### src/design/dvrt_pkg.sv
// package: shared constants, types and codes for the route table
`timescale 1ns / 1ps
`default_nettype none
package dvrt_pkg;
	localparam int unsigned DEPTH_DEF = 32;
	localparam int unsigned ADDR_W = 32;
	localparam int unsigned COST_W = 16;
	localparam int unsigned ENTRY_W = ADDR_W + COST_W;
	localparam logic [COST_W-1:0] LIMIT_RST = 16'd301;
	localparam logic [COST_W-1:0] NOROUTE_RST = 16'd400;
	localparam logic [COST_W-1:0] COST_MAX = 16'hFFFF;

	typedef enum logic [1:0] {
		KIND_OWN = 2'd0,
		KIND_LEARN = 2'd1,
		KIND_QUERY = 2'd2,
		KIND_DUMP = 2'd3
	} kind_t;

	typedef enum logic [1:0] {
		ST_OK = 2'd0,
		ST_INSERTED = 2'd1,
		ST_LOWERED = 2'd2,
		ST_FULL = 2'd3
	} status_t;

	localparam logic [7:0] REG_LIMIT = 8'd0;
	localparam logic [7:0] REG_NOROUTE = 8'd1;

	typedef struct packed {
		logic [1:0] kind;
		logic [ADDR_W-1:0] dest_address;
		logic [COST_W-1:0] advertised_cost;
		logic [COST_W-1:0] link_cost;
	} in_word_t;

	typedef struct packed {
		logic [ADDR_W-1:0] address;
		logic [COST_W-1:0] cost;
		logic found;
		logic [1:0] status;
		logic last;
	} out_word_t;

	typedef struct packed {
		logic [7:0] index;
		logic [COST_W-1:0] data;
	} cfg_word_t;
endpackage
`default_nettype wire

### src/design/dvrt_if.sv
// interfaces: valid/ready channels for items, results and register writes
`timescale 1ns / 1ps
`default_nettype none
interface dvrt_in_if;
	import dvrt_pkg::*;
	logic valid;
	logic ready;
	in_word_t data;
	modport source (output valid, output data, input ready);
	modport sink (input valid, input data, output ready);
endinterface

interface dvrt_out_if;
	import dvrt_pkg::*;
	logic valid;
	logic ready;
	out_word_t data;
	modport source (output valid, output data, input ready);
	modport sink (input valid, input data, output ready);
endinterface

interface dvrt_cfg_if;
	import dvrt_pkg::*;
	logic valid;
	logic ready;
	cfg_word_t data;
	modport source (output valid, output data, input ready);
	modport sink (input valid, input data, output ready);
endinterface
`default_nettype wire

### src/design/dvrt_ram.sv
// generic single-port-write ram with registered read
`timescale 1ns / 1ps
`default_nettype none
module dvrt_ram #(
	parameter int unsigned WIDTH = 48,
	parameter int unsigned DEPTH = 32
) (
	input wire logic clk,
	input wire logic we,
	input wire logic [$clog2(DEPTH)-1:0] waddr,
	input wire logic [WIDTH-1:0] wdata,
	input wire logic [$clog2(DEPTH)-1:0] raddr,
	output logic [WIDTH-1:0] rdata
);
	logic [WIDTH-1:0] mem [DEPTH];

	// write port and registered read
	always_ff @(posedge clk) begin
		if (we) begin
			mem[waddr] <= wdata;
		end
		rdata <= mem[raddr];
	end
endmodule
`default_nettype wire

### src/design/dvrt_ctrl.sv
// sequencer: scans the sorted table in ram, inserts by shifting, dumps
`timescale 1ns / 1ps
`default_nettype none
module dvrt_ctrl #(
	parameter int unsigned TABLE_DEPTH = dvrt_pkg::DEPTH_DEF
) (
	input wire logic clk,
	input wire logic arst_n,
	input wire logic in_valid,
	output logic in_ready,
	input wire dvrt_pkg::in_word_t in_data,
	output logic out_valid,
	input wire logic out_ready,
	output dvrt_pkg::out_word_t out_data,
	input wire logic [dvrt_pkg::COST_W-1:0] limit,
	input wire logic [dvrt_pkg::COST_W-1:0] noroute
);
	import dvrt_pkg::*;
	localparam int unsigned IW = $clog2(TABLE_DEPTH);
	localparam int unsigned CW = $clog2(TABLE_DEPTH + 1);
	localparam logic [CW-1:0] FULL = CW'(TABLE_DEPTH);

	typedef enum logic [5:0] {
		S_IDLE = 6'b000001,
		S_SCAN = 6'b000010,
		S_SHIFT = 6'b000100,
		S_DUMP = 6'b001000,
		S_OUT = 6'b010000,
		S_PUT = 6'b100000
	} state_t;

	state_t state_q;
	in_word_t item_q;
	logic [COST_W-1:0] sum_q;
	logic [CW-1:0] count_q;
	logic [CW-1:0] idx_q;
	logic [CW-1:0] pos_q;
	logic out_valid_q;
	out_word_t out_q;

	logic we;
	logic [IW-1:0] waddr;
	logic [ENTRY_W-1:0] wdata;
	logic [IW-1:0] raddr;
	logic [ENTRY_W-1:0] rdata;
	logic [ADDR_W-1:0] r_addr;
	logic [COST_W-1:0] r_cost;
	logic [COST_W:0] sum_w;
	logic [CW-1:0] prev_idx;
	logic [CW-1:0] back_idx;
	logic [CW-1:0] tail_idx;
	logic below_w;
	logic hit_w;
	logic ins_w;
	logic out_load;

	dvrt_ram #(.WIDTH(ENTRY_W), .DEPTH(TABLE_DEPTH)) u_ram (
		.clk(clk), .we(we), .waddr(waddr), .wdata(wdata),
		.raddr(raddr), .rdata(rdata)
	);

	assign r_addr = rdata[ENTRY_W-1:COST_W];
	assign r_cost = rdata[COST_W-1:0];
	assign sum_w = {1'b0, in_data.advertised_cost} + {1'b0, in_data.link_cost};
	assign in_ready = (state_q == S_IDLE) && !out_valid_q;
	assign out_valid = out_valid_q;
	assign out_data = out_q;

	// scan decisions on entry idx_q-1
	assign prev_idx = idx_q - CW'(1);
	assign back_idx = idx_q - CW'(2);
	assign tail_idx = count_q - CW'(1);
	assign below_w = prev_idx < count_q && r_addr < item_q.dest_address;
	assign hit_w = prev_idx < count_q && r_addr == item_q.dest_address;
	assign ins_w = !below_w && !hit_w && item_q.kind != KIND_QUERY && count_q != FULL;
	assign out_load = (state_q == S_OUT || state_q == S_DUMP) && (!out_valid_q || out_ready);

	// read address: scan walks forward, shift walks back from the tail
	always_comb begin
		raddr = idx_q[IW-1:0];
		case (state_q)
			S_IDLE: begin
				if (in_valid && in_ready) begin
					raddr = '0;
				end
			end
			S_SCAN: begin
				if (ins_w) begin
					raddr = tail_idx[IW-1:0];
				end
			end
			S_SHIFT: begin
				raddr = back_idx[IW-1:0];
			end
			S_DUMP: begin
				// hold the current entry while the result stalls
				if (!out_load) begin
					raddr = prev_idx[IW-1:0];
				end
			end
			default: raddr = idx_q[IW-1:0];
		endcase
	end

	// ram write in shift and final placement
	always_comb begin
		we = 1'b0;
		waddr = idx_q[IW-1:0];
		wdata = rdata;
		if (state_q == S_SHIFT && idx_q != pos_q) begin
			we = 1'b1;
		end else if (state_q == S_PUT) begin
			we = 1'b1;
			waddr = pos_q[IW-1:0];
			wdata = {item_q.dest_address, sum_q};
		end
	end

	// main sequencer
	always_ff @(posedge clk or negedge arst_n) begin
		if (!arst_n) begin
			state_q <= S_IDLE;
			count_q <= '0;
			idx_q <= '0;
			pos_q <= '0;
			out_valid_q <= 1'b0;
		end else begin
			if (out_valid_q && out_ready && !out_load) begin
				out_valid_q <= 1'b0;
			end
			case (state_q)
				S_IDLE: begin
					if (in_valid && in_ready) begin
						item_q <= in_data;
						sum_q <= in_data.kind == KIND_OWN ? '0 :
							(sum_w[COST_W] ? COST_MAX : sum_w[COST_W-1:0]);
						if (in_data.kind == KIND_DUMP) begin
							if (count_q == '0) begin
								out_q <= '{address: '0, cost: '0, found: 1'b0,
									status: ST_OK, last: 1'b1};
								out_valid_q <= 1'b1;
							end else begin
								state_q <= S_DUMP;
								idx_q <= CW'(1);
							end
						end else begin
							state_q <= S_SCAN;
							idx_q <= CW'(1);
						end
					end
				end
				S_SCAN: begin
					// rdata is entry idx_q-1
					if (below_w) begin
						idx_q <= idx_q + CW'(1);
					end else begin
						pos_q <= prev_idx;
						if (hit_w) begin
							out_q.address <= item_q.dest_address;
							out_q.found <= 1'b1;
							out_q.last <= 1'b1;
							if (item_q.kind == KIND_QUERY) begin
								out_q.status <= ST_OK;
								out_q.cost <= r_cost < limit ? r_cost : noroute;
								state_q <= S_OUT;
							end else if (sum_q < r_cost) begin
								out_q.status <= ST_LOWERED;
								out_q.cost <= sum_q;
								state_q <= S_PUT;
							end else begin
								out_q.status <= ST_OK;
								out_q.cost <= r_cost;
								state_q <= S_OUT;
							end
						end else if (item_q.kind == KIND_QUERY) begin
							out_q <= '{address: item_q.dest_address, cost: noroute,
								found: 1'b0, status: ST_OK, last: 1'b1};
							state_q <= S_OUT;
						end else if (count_q == FULL) begin
							out_q <= '{address: item_q.dest_address, cost: '0,
								found: 1'b0, status: ST_FULL, last: 1'b1};
							state_q <= S_OUT;
						end else begin
							out_q <= '{address: item_q.dest_address, cost: sum_q,
								found: 1'b1, status: ST_INSERTED, last: 1'b1};
							count_q <= count_q + CW'(1);
							idx_q <= count_q;
							state_q <= S_SHIFT;
						end
					end
				end
				S_SHIFT: begin
					// writes entry idx_q-1 into idx_q, reading next lower
					if (idx_q == pos_q) begin
						state_q <= S_PUT;
					end else begin
						idx_q <= idx_q - CW'(1);
					end
				end
				S_PUT: begin
					state_q <= S_OUT;
				end
				S_OUT: begin
					if (out_load) begin
						out_valid_q <= 1'b1;
						state_q <= S_IDLE;
					end
				end
				S_DUMP: begin
					if (out_load) begin
						out_q <= '{address: r_addr, cost: r_cost, found: 1'b1,
							status: ST_OK, last: idx_q == count_q};
						out_valid_q <= 1'b1;
						idx_q <= idx_q + CW'(1);
						if (idx_q == count_q) begin
							state_q <= S_IDLE;
						end
					end
				end
				default: state_q <= S_IDLE;
			endcase
		end
	end
endmodule
`default_nettype wire

### src/design/distance_vector_route_table_unit.sv
// top level: route table with config registers
//
// channel | dir | carries
// in_ch   | in  | kind, dest_address, advertised_cost, link_cost
// out_ch  | out | address, cost, found, status, last
// cfg_ch  | in  | index, data (register write)
//
// one item at a time; lookup scans the ram one entry per cycle, and the next
// item is taken only after its result is accepted. an insert also shifts the
// entries above its place up and then places the new entry; a lowered cost
// is rewritten in place. a dump gives one word a cycle while the output is
// not stalled. reset clears the entry count; ram contents are not cleared.
// a stalled result holds the sequencer.
`timescale 1ns / 1ps
`default_nettype none
module distance_vector_route_table_unit #(
	parameter int unsigned TABLE_DEPTH = dvrt_pkg::DEPTH_DEF
) (
	input wire logic clk,
	input wire logic arst_n,
	dvrt_in_if.sink in_ch,
	dvrt_out_if.source out_ch,
	dvrt_cfg_if.sink cfg_ch
);
	import dvrt_pkg::*;
	logic [COST_W-1:0] limit_q;
	logic [COST_W-1:0] noroute_q;

	assign cfg_ch.ready = 1'b1;

	// configuration registers
	always_ff @(posedge clk or negedge arst_n) begin
		if (!arst_n) begin
			limit_q <= LIMIT_RST;
			noroute_q <= NOROUTE_RST;
		end else if (cfg_ch.valid) begin
			if (cfg_ch.data.index == REG_LIMIT) begin
				limit_q <= cfg_ch.data.data;
			end else if (cfg_ch.data.index == REG_NOROUTE) begin
				noroute_q <= cfg_ch.data.data;
			end
		end
	end

	dvrt_ctrl #(.TABLE_DEPTH(TABLE_DEPTH)) u_ctrl (
		.clk(clk), .arst_n(arst_n),
		.in_valid(in_ch.valid), .in_ready(in_ch.ready), .in_data(in_ch.data),
		.out_valid(out_ch.valid), .out_ready(out_ch.ready), .out_data(out_ch.data),
		.limit(limit_q), .noroute(noroute_q)
	);
endmodule
`default_nettype wire

### src/flat_wrapper.sv
// flat-port wrapper written by rule: the top's interface ports become plain ports
module distance_vector_route_table_unit_flat import dvrt_pkg::*;
#(
	parameter int unsigned TABLE_DEPTH = dvrt_pkg::DEPTH_DEF
)
  (clk, arst_n, in_ch_valid, in_ch_data, in_ch_ready, out_ch_valid, out_ch_data, out_ch_ready, cfg_ch_valid, cfg_ch_data, cfg_ch_ready);
  dvrt_in_if in_ch_i ();
  dvrt_out_if out_ch_i ();
  dvrt_cfg_if cfg_ch_i ();
  input wire logic clk;
  input wire logic arst_n;
  input wire logic [$bits(in_ch_i.valid)-1:0] in_ch_valid;
  input wire logic [$bits(in_ch_i.data)-1:0] in_ch_data;
  output wire logic [$bits(in_ch_i.ready)-1:0] in_ch_ready;
  output wire logic [$bits(out_ch_i.valid)-1:0] out_ch_valid;
  output wire logic [$bits(out_ch_i.data)-1:0] out_ch_data;
  input wire logic [$bits(out_ch_i.ready)-1:0] out_ch_ready;
  input wire logic [$bits(cfg_ch_i.valid)-1:0] cfg_ch_valid;
  input wire logic [$bits(cfg_ch_i.data)-1:0] cfg_ch_data;
  output wire logic [$bits(cfg_ch_i.ready)-1:0] cfg_ch_ready;
  assign in_ch_i.valid = in_ch_valid;
  assign in_ch_i.data = in_ch_data;
  assign in_ch_ready = in_ch_i.ready;
  assign out_ch_valid = out_ch_i.valid;
  assign out_ch_data = out_ch_i.data;
  assign out_ch_i.ready = out_ch_ready;
  assign cfg_ch_i.valid = cfg_ch_valid;
  assign cfg_ch_i.data = cfg_ch_data;
  assign cfg_ch_ready = cfg_ch_i.ready;
  distance_vector_route_table_unit #(.TABLE_DEPTH(TABLE_DEPTH)) u_core (.clk(clk), .arst_n(arst_n), .in_ch(in_ch_i), .out_ch(out_ch_i), .cfg_ch(cfg_ch_i));
endmodule
### config.mk
export PLATFORM = sky130hd
export DESIGN_NAME = distance_vector_route_table_unit_flat
export DESIGN_NICKNAME = d
export VERILOG_FILES = /design/src/design/dvrt_pkg.sv /design/src/design/dvrt_if.sv /design/src/design/dvrt_ram.sv /design/src/design/dvrt_ctrl.sv /design/src/design/distance_vector_route_table_unit.sv /design/src/flat_wrapper.sv
export SDC_FILE = /design/constraint.sdc
export NUM_CORES = 2
export LEC_CHECK = 0
export BUFFER_PORTS_ARGS = -buffer_cell sky130_fd_sc_hd__buf_2
export CORE_ASPECT_RATIO = 1.75
export CORE_UTILIZATION = 65
export CTS_CLUSTER_DIAMETER = 80
export DETAILED_ROUTE_END_ITERATION = 8
export PLACE_DENSITY = 0.86
export RECOVER_POWER = 25
export SYNTH_ARGS = -nofsm -noshare
export SYNTH_HDL_FRONTEND = slang
export SYNTH_SLANG_ARGS = --single-unit
### constraint.sdc
create_clock -name clk -period 14.2 [get_ports clk]
set_clock_uncertainty 0.2 [all_clocks]
set_input_delay 1.42 -clock clk [delete_from_list [all_inputs] [get_ports clk]]
set_output_delay 1.42 -clock clk [all_outputs]
set_load 0.02 [all_outputs]
Word level (Yosys, flattened, before mapping)
Memory sizes are Yosys's and may differ from the RTL's. A register that Yosys moved wholly into a read port is not among the register bits.
Index checks and enable logic that the tools add are counted.
{"block": "classes", "n_addsub": 6, "order_cmp": 4, "eq_ne": 29, "muxes": 57, "n_bitwise": 5, "reduce_logical": 31}
{"operator": "$mux 52", "count": 5}
{"operator": "$pmux 52 s3", "count": 1}
{"operator": "$mux 6", "count": 20}
{"operator": "$mux 48", "count": 2}
{"operator": "$mux 16", "count": 4}
{"operator": "$mux 20", "count": 3}
{"operator": "$pmux 6 s6", "count": 1}
{"operator": "$mux 5", "count": 7}
{"operator": "$eq 32x32->1", "count": 1}
{"operator": "$lt 16x16->1", "count": 2}
{"operator": "$lt 32x32->1", "count": 1}
{"operator": "$pmux 6 s4", "count": 1}
{"operator": "$pmux 5 s4", "count": 1}
{"operator": "$add 16x16->17", "count": 1}
{"operator": "$reduce_and 7->1", "count": 2}
{"operator": "$add 6x1->6 const B", "count": 2}
{"operator": "$eq 6x6->1", "count": 2}
{"operator": "$eq 6x6->1 const B", "count": 2}
{"operator": "$ne 3x3->1 const B", "count": 4}
{"operator": "$logic_and 1x1->1", "count": 11}
{"operator": "$ne 2x1->1 const B", "count": 5}
{"operator": "$ne 2x2->1 const B", "count": 5}
{"operator": "$mux 1", "count": 9}
{"operator": "$eq 8x1->1 const B", "count": 1}
{"operator": "other kinds (27)", "count": 39}
{"block": "totals", "reg_bits": 159, "ram_bits": 1536, "inputBits": 95, "out_inout_bits": 55, "elab_cells": 148, "mem_count": 1}
{"name": "u_core.u_ctrl.u_ram.mem", "words": 32, "width": 48, "read_ports": 1, "rd_ports_with_merged_regs": 1, "wr": 1, "line": "dvrt_ram.sv:15", "text": "logic [WIDTH-1:0] mem [DEPTH];"}

Depth between registers and ports, before layout
{"block": "depth", "word_depth": 10, "mapped_depth": 23, "depth_no_buf": 17}

Modules after synthesis
Synthesis repeated with hierarchy kept, for this count alone.
{"block": "unflattened", "cells_unflattened": 4456, "hier_area_um2": 71539.9}
{"mod": "dvrt_ram", "instances": 1, "cells_each": 3364, "area_per_inst_um2": 60724.5, "seq_area_each_um2": 47085.2}
{"mod": "dvrt_ctrl", "instances": 1, "cells_each": 1018, "area_per_inst_um2": 9515.4, "seq_area_each_um2": 3689.8}
{"mod": "distance_vector_route_table_unit", "instances": 1, "cells_each": 74, "area_per_inst_um2": 1300.0, "seq_area_each_um2": 810.8}

Least setup slack after synthesis
No wires, ideal clock.
{"block": "synth_timing", "path_kind": "register to register", "startpoint": "register u_core.u_ctrl.idx_q[2]", "endpoint": "register u_core.u_ctrl.out_q, in the netlist u_core.u_ctrl.out_data[0], enable pin", "t_arrival_ns": 7.543, "required_ns": 13.408, "setup_slack_ns": 5.865, "path_stages_with_launch": 14, "path_cell_list": "dfrtp_1 buf_1 inv_1 ha_1 a21boi_0 nand2_1 xnor2_1 ha_1 nor2_1 nor2_1 o41ai_2 nand4_1 nor3_4 nor4bb_1"}
{"block": "synth_between", "elab_chain_cells": 5}
{"element": "from (decl)", "line": "dvrt_ctrl.sv:36", "text": "logic [CW-1:0] idx_q;"}
{"element": "from (signal assigned)", "line": "dvrt_ctrl.sv:155", "text": "idx_q <= idx_q + CW'(1);"}
{"element": "from (signal assigned)", "line": "dvrt_ctrl.sv:187", "text": "idx_q <= count_q;"}
{"element": "from (signal assigned)", "line": "dvrt_ctrl.sv:197", "text": "idx_q <= idx_q - CW'(1);"}
{"element": "$sub 6x1->6", "line": "dvrt_ctrl.sv:70", "text": "assign prev_idx = idx_q - CW'(1);"}
{"element": "named net u_core.u_ctrl.prev_idx[5]", "line": "dvrt_ctrl.sv:49", "text": "logic [CW-1:0] prev_idx;"}
{"element": "$lt 6x6->1", "line": "dvrt_ctrl.sv:73", "text": "assign below_w = prev_idx < count_q && r_addr < item_q.dest_address;"}
{"element": "$logic_and 1x1->1", "line": "dvrt_ctrl.sv:73"}
{"element": "$ne 2x2->1 (no line)"}
{"element": "$reduce_and 7->1 (no line)"}
{"element": "to (signal assigned)", "line": "dvrt_ctrl.sv:139", "text": "out_q <= '{address: '0, cost: '0, found: 1'b0,"}
{"element": "to (signal assigned)", "line": "dvrt_ctrl.sv:176", "text": "out_q <= '{address: item_q.dest_address, cost: noroute,"}
{"element": "to (signal assigned)", "line": "dvrt_ctrl.sv:180", "text": "out_q <= '{address: item_q.dest_address, cost: '0,"}
{"element": "to (decl)", "line": "dvrt_ctrl.sv:39", "text": "out_word_t out_q;"}
The timed path passes the listed nets, and every way through them passes these cells.
A chain may end at the register's enable or synchronous reset.

Worst setup path in the final report
{"block": "layout_timing", "startpoint": "register u_core.u_ctrl.idx_q[2]", "endpoint": "register u_core.u_ctrl.u_ram.rdata[43], read port of u_core.u_ctrl.u_ram.mem"}
{"block": "layout_between", "elab_chain_cells": 9}
{"element": "$sub 6x1->6 (*)", "line": "dvrt_ctrl.sv:70"}
{"element": "named net u_core.u_ctrl.prev_idx[3]", "line": "dvrt_ctrl.sv:49"}
{"element": "$lt 6x6->1", "line": "dvrt_ctrl.sv:73, dvrt_ctrl.sv:74"}
{"element": "$logic_and 1x1->1, on equally long branches", "line": "dvrt_ctrl.sv:73, dvrt_ctrl.sv:74"}
{"element": "$logic_not 1->1", "line": "dvrt_ctrl.sv:75", "text": "assign ins_w = !below_w && !hit_w && item_q.kind != KIND_QUERY && count_q != FULL;"}
{"element": "$logic_and 1x1->1 (3 in series)", "line": "dvrt_ctrl.sv:75"}
{"element": "$mux 5", "line": "dvrt_ctrl.sv:88", "text": "if (ins_w) begin"}
{"element": "$pmux 5 s4 (*)", "line": "dvrt_ctrl.sv:81", "text": "case (state_q)"}
{"element": "to (decl)", "line": "dvrt_ram.sv:13", "text": "output logic [WIDTH-1:0] rdata"}
Mark *: on every way through the listed nets, which the timed path passes. The rest lies on a longest branch.

==> results_tabular.tex <==
\begin{tabular}{lr}
\hline
Metric & Value \\
\hline
\multicolumn{2}{l}{\textbf{Synthesis}} \\
Total of flip-flops plus latches after synthesis & between 1500 and 2000 \\
Post-Synthesis Mean Instance Area & about 13 sq um \\
Area fraction of the dominant cell type after synthesis & 68.9\% \\
Most used standard cells in the synthesized netlist & sky130\_fd\_sc\_hd\_\_edfxtp\_1, sky130\_fd\_sc\_hd\_\_nand2\_1, sky130\_fd\_sc\_hd\_\_a211oi\_1 \\
Number of warnings printed during yosys synthesis & 0 \\
Synth area leader & sky130\_fd\_sc\_hd\_\_edfxtp\_1 \\
Post-synthesis instance area & 71400 sq um \\
Post-synthesis cell count & 5307 \\
Library cells used by synthesis & just over 80 \\
Post-synthesis async set-or-reset flop share & 3.27\% \\
Number of enable flip-flop cells after synthesis & 1638 \\
Top cells by area in the synthesized netlist & sky130\_fd\_sc\_hd\_\_edfxtp\_1, sky130\_fd\_sc\_hd\_\_nand2\_1, sky130\_fd\_sc\_hd\_\_a211oi\_1 \\
Most used DFF post-synth & sky130\_fd\_sc\_hd\_\_edfxtp\_1 \\
Fraction of the yosys area taken by sequential cells & just over 70\% \\
Mapped Nets & 5494 \\
Library cell with the highest instance count after synthesis & sky130\_fd\_sc\_hd\_\_edfxtp\_1 \\
\multicolumn{2}{l}{\textbf{GRT}} \\
Number of global-route vias before repair & 49400 \\
Total gr overflow & 0 \\
Number of antenna violations at the first check in global routing & 7 \\
Maximum number of pins on one net before global-route repair & 200 \\
Total Routing Usage GR & 38.3\% \\
First-pass GRT wire length & $\sim$310000 um \\
\multicolumn{2}{l}{\textbf{Critical path}} \\
Origin of the worst setup path & u\_core.u\_ctrl.idx\_q[2]\$\_DFFE\_PN0P\_ \\
Launching element type of the critical path & flop \\
Required time reported for the critical path endpoint & 14.71 ns \\
Reg-to-reg critical path startpoint & u\_core.u\_ctrl.idx\_q[2]\$\_DFFE\_PN0P\_ \\
Maximum fanout along the worst path & 71 \\
Data arrival time at the worst-slack endpoint & 9.02 ns \\
Critical path type & flop to flop \\
Kind of end point of the critical path & flop \\
\multicolumn{2}{l}{\textbf{Route}} \\
Count of antenna-violating nets left after detailed routing & 0 \\
Drt total wl & between 200000 and 250000 um \\
Total length of routed met3 wires & 29900 um \\
Met2 layer wire length in the routed design & approximately 100000 um \\
Total DRC errors in the routed layout & 2 \\
Top metal layer carrying routed signals & met5 \\
DRT Pass-1 Iters & 9 \\
Post-DR vias/cell & 7.20 \\
Mean routed wirelength per cell & 30.8 um \\
Met1 WL & 63000 um \\
Number of vias after detailed routing & 50000 \\
Number of DRC violations after detailed-routing iteration 0 & 8278 \\
\multicolumn{2}{l}{\textbf{Timing}} \\
Unrepaired setup endpoints after global routing & no \\
Worst slew pin tran & between 3 and 4 ns \\
Share of the cycle needed by the critical path after routing & between 50\% and 60\% \\
Accumulated negative setup slack & 0 ns \\
Number of pins exceeding their max-slew limit in the final report & 244 \\
Minimum clock period after layout & 8.51 ns \\
Max Clock Freq & 117 MHz \\
Max\_slew headroom & -120\% \\
Fin worst setup slack & 5.69 ns \\
\# setup viols final & 0 \\
Final hold viol count & 0 \\
\multicolumn{2}{l}{\textbf{Min path}} \\
Worst hold-check path type & flop to flop \\
Start point of the worst hold path & u\_core.limit\_q[5]\$\_DFFE\_PN1P\_ \\
\multicolumn{2}{l}{\textbf{Final layout}} \\
Final Net Count & 5547 \\
Share of post-route cells with drive strength above 1 & 10.1\% \\
Final design instance area without fill & between 70000 and 80000 sq um \\
Final core utilization & between 70\% and 80\% \\
Count of fill cells added during filler insertion & 6033 \\
Area added between synthesis and finish & 10.6\% \\
\multicolumn{2}{l}{\textbf{Power and ir drop}} \\
Switching Power & about 0.0066 W \\
Internal power & 0.0107 W \\
Worst VDD drop & 0.250 mV \\
Switching Fraction & 38.2\% \\
Fraction of power consumed by the clock network & 25.0\% \\
Power per Cell Area & 219 nW/um\^{}2 \\
Static power due to leakage & about 27 nW \\
Seq pwr share & roughly 39\% \\
Overall Power & 0.0173 W \\
Part of the total power dissipated in combinational logic & between 30\% and 40\% \\
\multicolumn{2}{l}{\textbf{Clocking}} \\
TritonCTS buffer count & 148 \\
CTS Root Cell & sky130\_fd\_sc\_hd\_\_clkbuf\_16 \\
Number of buffers inserted by post-CTS setup repair & 0 \\
Worst skew pair latency & 0.80 ns \\
Worst-path clk slew & 0.07 ns \\
Sinks on Clock Net & roughly 1700 \\
TritonCTS clock tree & done \\
PostCTS Resize Cnt & 0 \\
Bufs on Longest Clock Path & 3 \\
Hold-fix buffers, CTS & 0 \\
CTS H-tree lvls & 4 \\
\multicolumn{2}{l}{\textbf{Die}} \\
Site row count & 160 \\
Die Span X & 253 um \\
Full die area & 111000 sq um \\
Starting density of the core & around 66\% \\
Area inside the core boundary & 109000 sq um \\
Number of top-level design ports & 150 \\
Vertical die dimension & 440 um \\
\multicolumn{2}{l}{\textbf{Placement}} \\
Worst setup slack after placement & between 5 and 6 ns \\
Total of buffers placed on input and output ports & 148 \\
Post-DP HPWL & 108000 um \\
Placed cell area & about 74000 sq um \\
Routability Congestion & 0.910 \\
\multicolumn{2}{l}{\textbf{Status}} \\
Violated checks & design-rule violations, max-capacitance violations, max-slew violations \\
Outcome & finished with violations \\
\multicolumn{2}{l}{\textbf{Run}} \\
Number of max-capacitance violations reported & 7 \\
\hline
\end{tabular}
per-stage QoR:
step	hold slack (ns)	instances
finish	0.314	6949
global route	0.342	6945
CTS	0.318	6944
detailed placement	0.308	6668
global placement	0.292	6668
floorplan	0.278	5307
layer usage:
layer	track usage (%)	vias to the layer above
li1	-	20300
met1	44.3	23600
met2	60.7	4847
met3	9.23	1299
met4	31.8	4
met5	0	-
placed cells by master, fill, tap and decap left out, types with 8 or more instances in the layout:
master / instances
sky130_fd_sc_hd__a211oi_1: 388
sky130_fd_sc_hd__ha_1: 91
sky130_fd_sc_hd__dfxtp_1: 48
sky130_fd_sc_hd__xnor2_1: 19
sky130_fd_sc_hd__nand2b_1: 15
sky130_fd_sc_hd__clkbuf_1: 107
sky130_fd_sc_hd__dfstp_2: 8
sky130_fd_sc_hd__and3_1: 341
sky130_fd_sc_hd__buf_4: 99
sky130_fd_sc_hd__dfrtp_1: 48
sky130_fd_sc_hd__nand4_1: 66
sky130_fd_sc_hd__mux2i_1: 49
sky130_fd_sc_hd__a31oi_1: 102
sky130_fd_sc_hd__nor2_4: 35
sky130_fd_sc_hd__buf_2: 92
sky130_fd_sc_hd__clkinv_2: 23
sky130_fd_sc_hd__o21ai_2: 13
sky130_fd_sc_hd__edfxtp_1: 1638
sky130_fd_sc_hd__a21oi_1: 120
sky130_fd_sc_hd__o21ai_0: 253
sky130_fd_sc_hd__xor2_1: 17
sky130_fd_sc_hd__inv_1: 83
sky130_fd_sc_hd__mux2_2: 23
sky130_fd_sc_hd__o2bb2ai_1: 16
sky130_fd_sc_hd__nor2b_1: 8
sky130_fd_sc_hd__clkbuf_16: 152
sky130_fd_sc_hd__o2111ai_1: 49
sky130_fd_sc_hd__a32oi_1: 48
sky130_fd_sc_hd__inv_6: 8
sky130_fd_sc_hd__a21o_1: 9
sky130_fd_sc_hd__nor2_1: 71
sky130_fd_sc_hd__clkbuf_8: 13
sky130_fd_sc_hd__nand2_1: 948
sky130_fd_sc_hd__o21ai_1: 38
sky130_fd_sc_hd__a221oi_1: 23
sky130_fd_sc_hd__nand3_1: 245
sky130_fd_sc_hd__clkinv_1: 16
sky130_fd_sc_hd__nor3_1: 19
sky130_fd_sc_hd__bufinv_16: 22
cells by family after synthesis:
group,after synthesis,synth area share [%]
AO/OA/AOI/OAI,1105,10.3
flip-flops,1743,72.2
other,1,0.00525
adder cells (fa/ha/maj),92,1.62
buffers and inverters,460,2.59
XOR/XNOR,36,0.442
multiplexers,73,1.08
AND/OR/NAND/NOR,1797,11.7
power by group through the flow:
stage	Clock (W)	Sequential [W]	Combinational, W
2_1_floorplan	0	0.00678	0.00405
3_3_place_gp	0	0.00682	0.00567
3_5_place_dp	0	0.00682	0.00592
4_1_cts	0.00430	0.00671	0.00607
5_1_grt	0.00448	0.00675	0.00656
6_report	0.00433	0.00675	0.00623
final cells by class:
cell class | instances | area [sq um] | share of cell area, %
Sequential cell | 1743 | 51600 | 65.3
Multi-Input combinational cell | 3104 | 18400 | 23.3
Clock buffer | 190 | 4080 | 5.16
Tap cell | 1458 | 1820 | 2.31
Timing Repair Buffer | 278 | 1610 | 2.04
Clock inverter | 86 | 1100 | 1.39
Inverter | 85 | 319 | 0.404
Antenna cell | 5 | 12.5 | 0.0158
flip-flops by register name (all words and copies together), names as in the netlist:
signal and flops:
u_core.u_ctrl.count_q 6, u_core.u_ctrl.state_q 6, u_core.limit_q 16, u_core.u_ctrl.u_ram.rdata 48, u_core.u_ctrl.out_data 52, u_core.u_ctrl.sum_q 16
u_core.u_ctrl.item_q 34, u_core.u_ctrl.u_ram.mem 1536, u_core.noroute_q 16, u_core.u_ctrl.out_valid 1, u_core.u_ctrl.pos_q 6, u_core.u_ctrl.idx_q 6
worst paths after layout:
| path | to | slack, ns | depth (start not counted) |
|---|---|---|---|
| setup / recovery | u_core.u_ctrl.u_ram.rdata[43]$_DFF_P_ | 5.69 | 20 |
| min in group asynchronous | u_core.u_ctrl.pos_q[0]$_DFFE_PN0P_ | 0.92 | 1 |
| max in group asynchronous | u_core.limit_q[15]$_DFFE_PN0P_ | 10.01 | 2 |
| hold reg to reg | u_core.limit_q[5]$_DFFE_PN1P_ | 0.31 | 2 |
| setup reg to reg | u_core.u_ctrl.u_ram.rdata[43]$_DFF_P_ | 5.69 | 20 |
| hold / removal | u_core.limit_q[5]$_DFFE_PN1P_ | 0.31 | 2 |
worst max-delay path, stage by stage, from the launching register on:
cell and delay (ns):
sky130_fd_sc_hd__dfrtp_1 0.69, sky130_fd_sc_hd__inv_1 0.25, sky130_fd_sc_hd__ha_1 0.24, sky130_fd_sc_hd__a21boi_0 0.36, sky130_fd_sc_hd__xor2_1 0.33, sky130_fd_sc_hd__ha_1 0.31, sky130_fd_sc_hd__o21ai_1 0.08, sky130_fd_sc_hd__a21oi_1 0.06
sky130_fd_sc_hd__o41ai_2 0.53, sky130_fd_sc_hd__nand4_1 0.39, sky130_fd_sc_hd__o21ai_2 0.67, sky130_fd_sc_hd__o31a_2 0.23, sky130_fd_sc_hd__buf_4 0.44, sky130_fd_sc_hd__buf_4 0.37, sky130_fd_sc_hd__and2_4 0.81, sky130_fd_sc_hd__buf_4 0.74
sky130_fd_sc_hd__buf_4 0.76, sky130_fd_sc_hd__nand2_1 0.18, sky130_fd_sc_hd__a31oi_1 0.28, sky130_fd_sc_hd__o2111ai_1 0.15, sky130_fd_sc_hd__a31oi_1 0.19
Note: power is estimated with default switching activity, not from simulation.
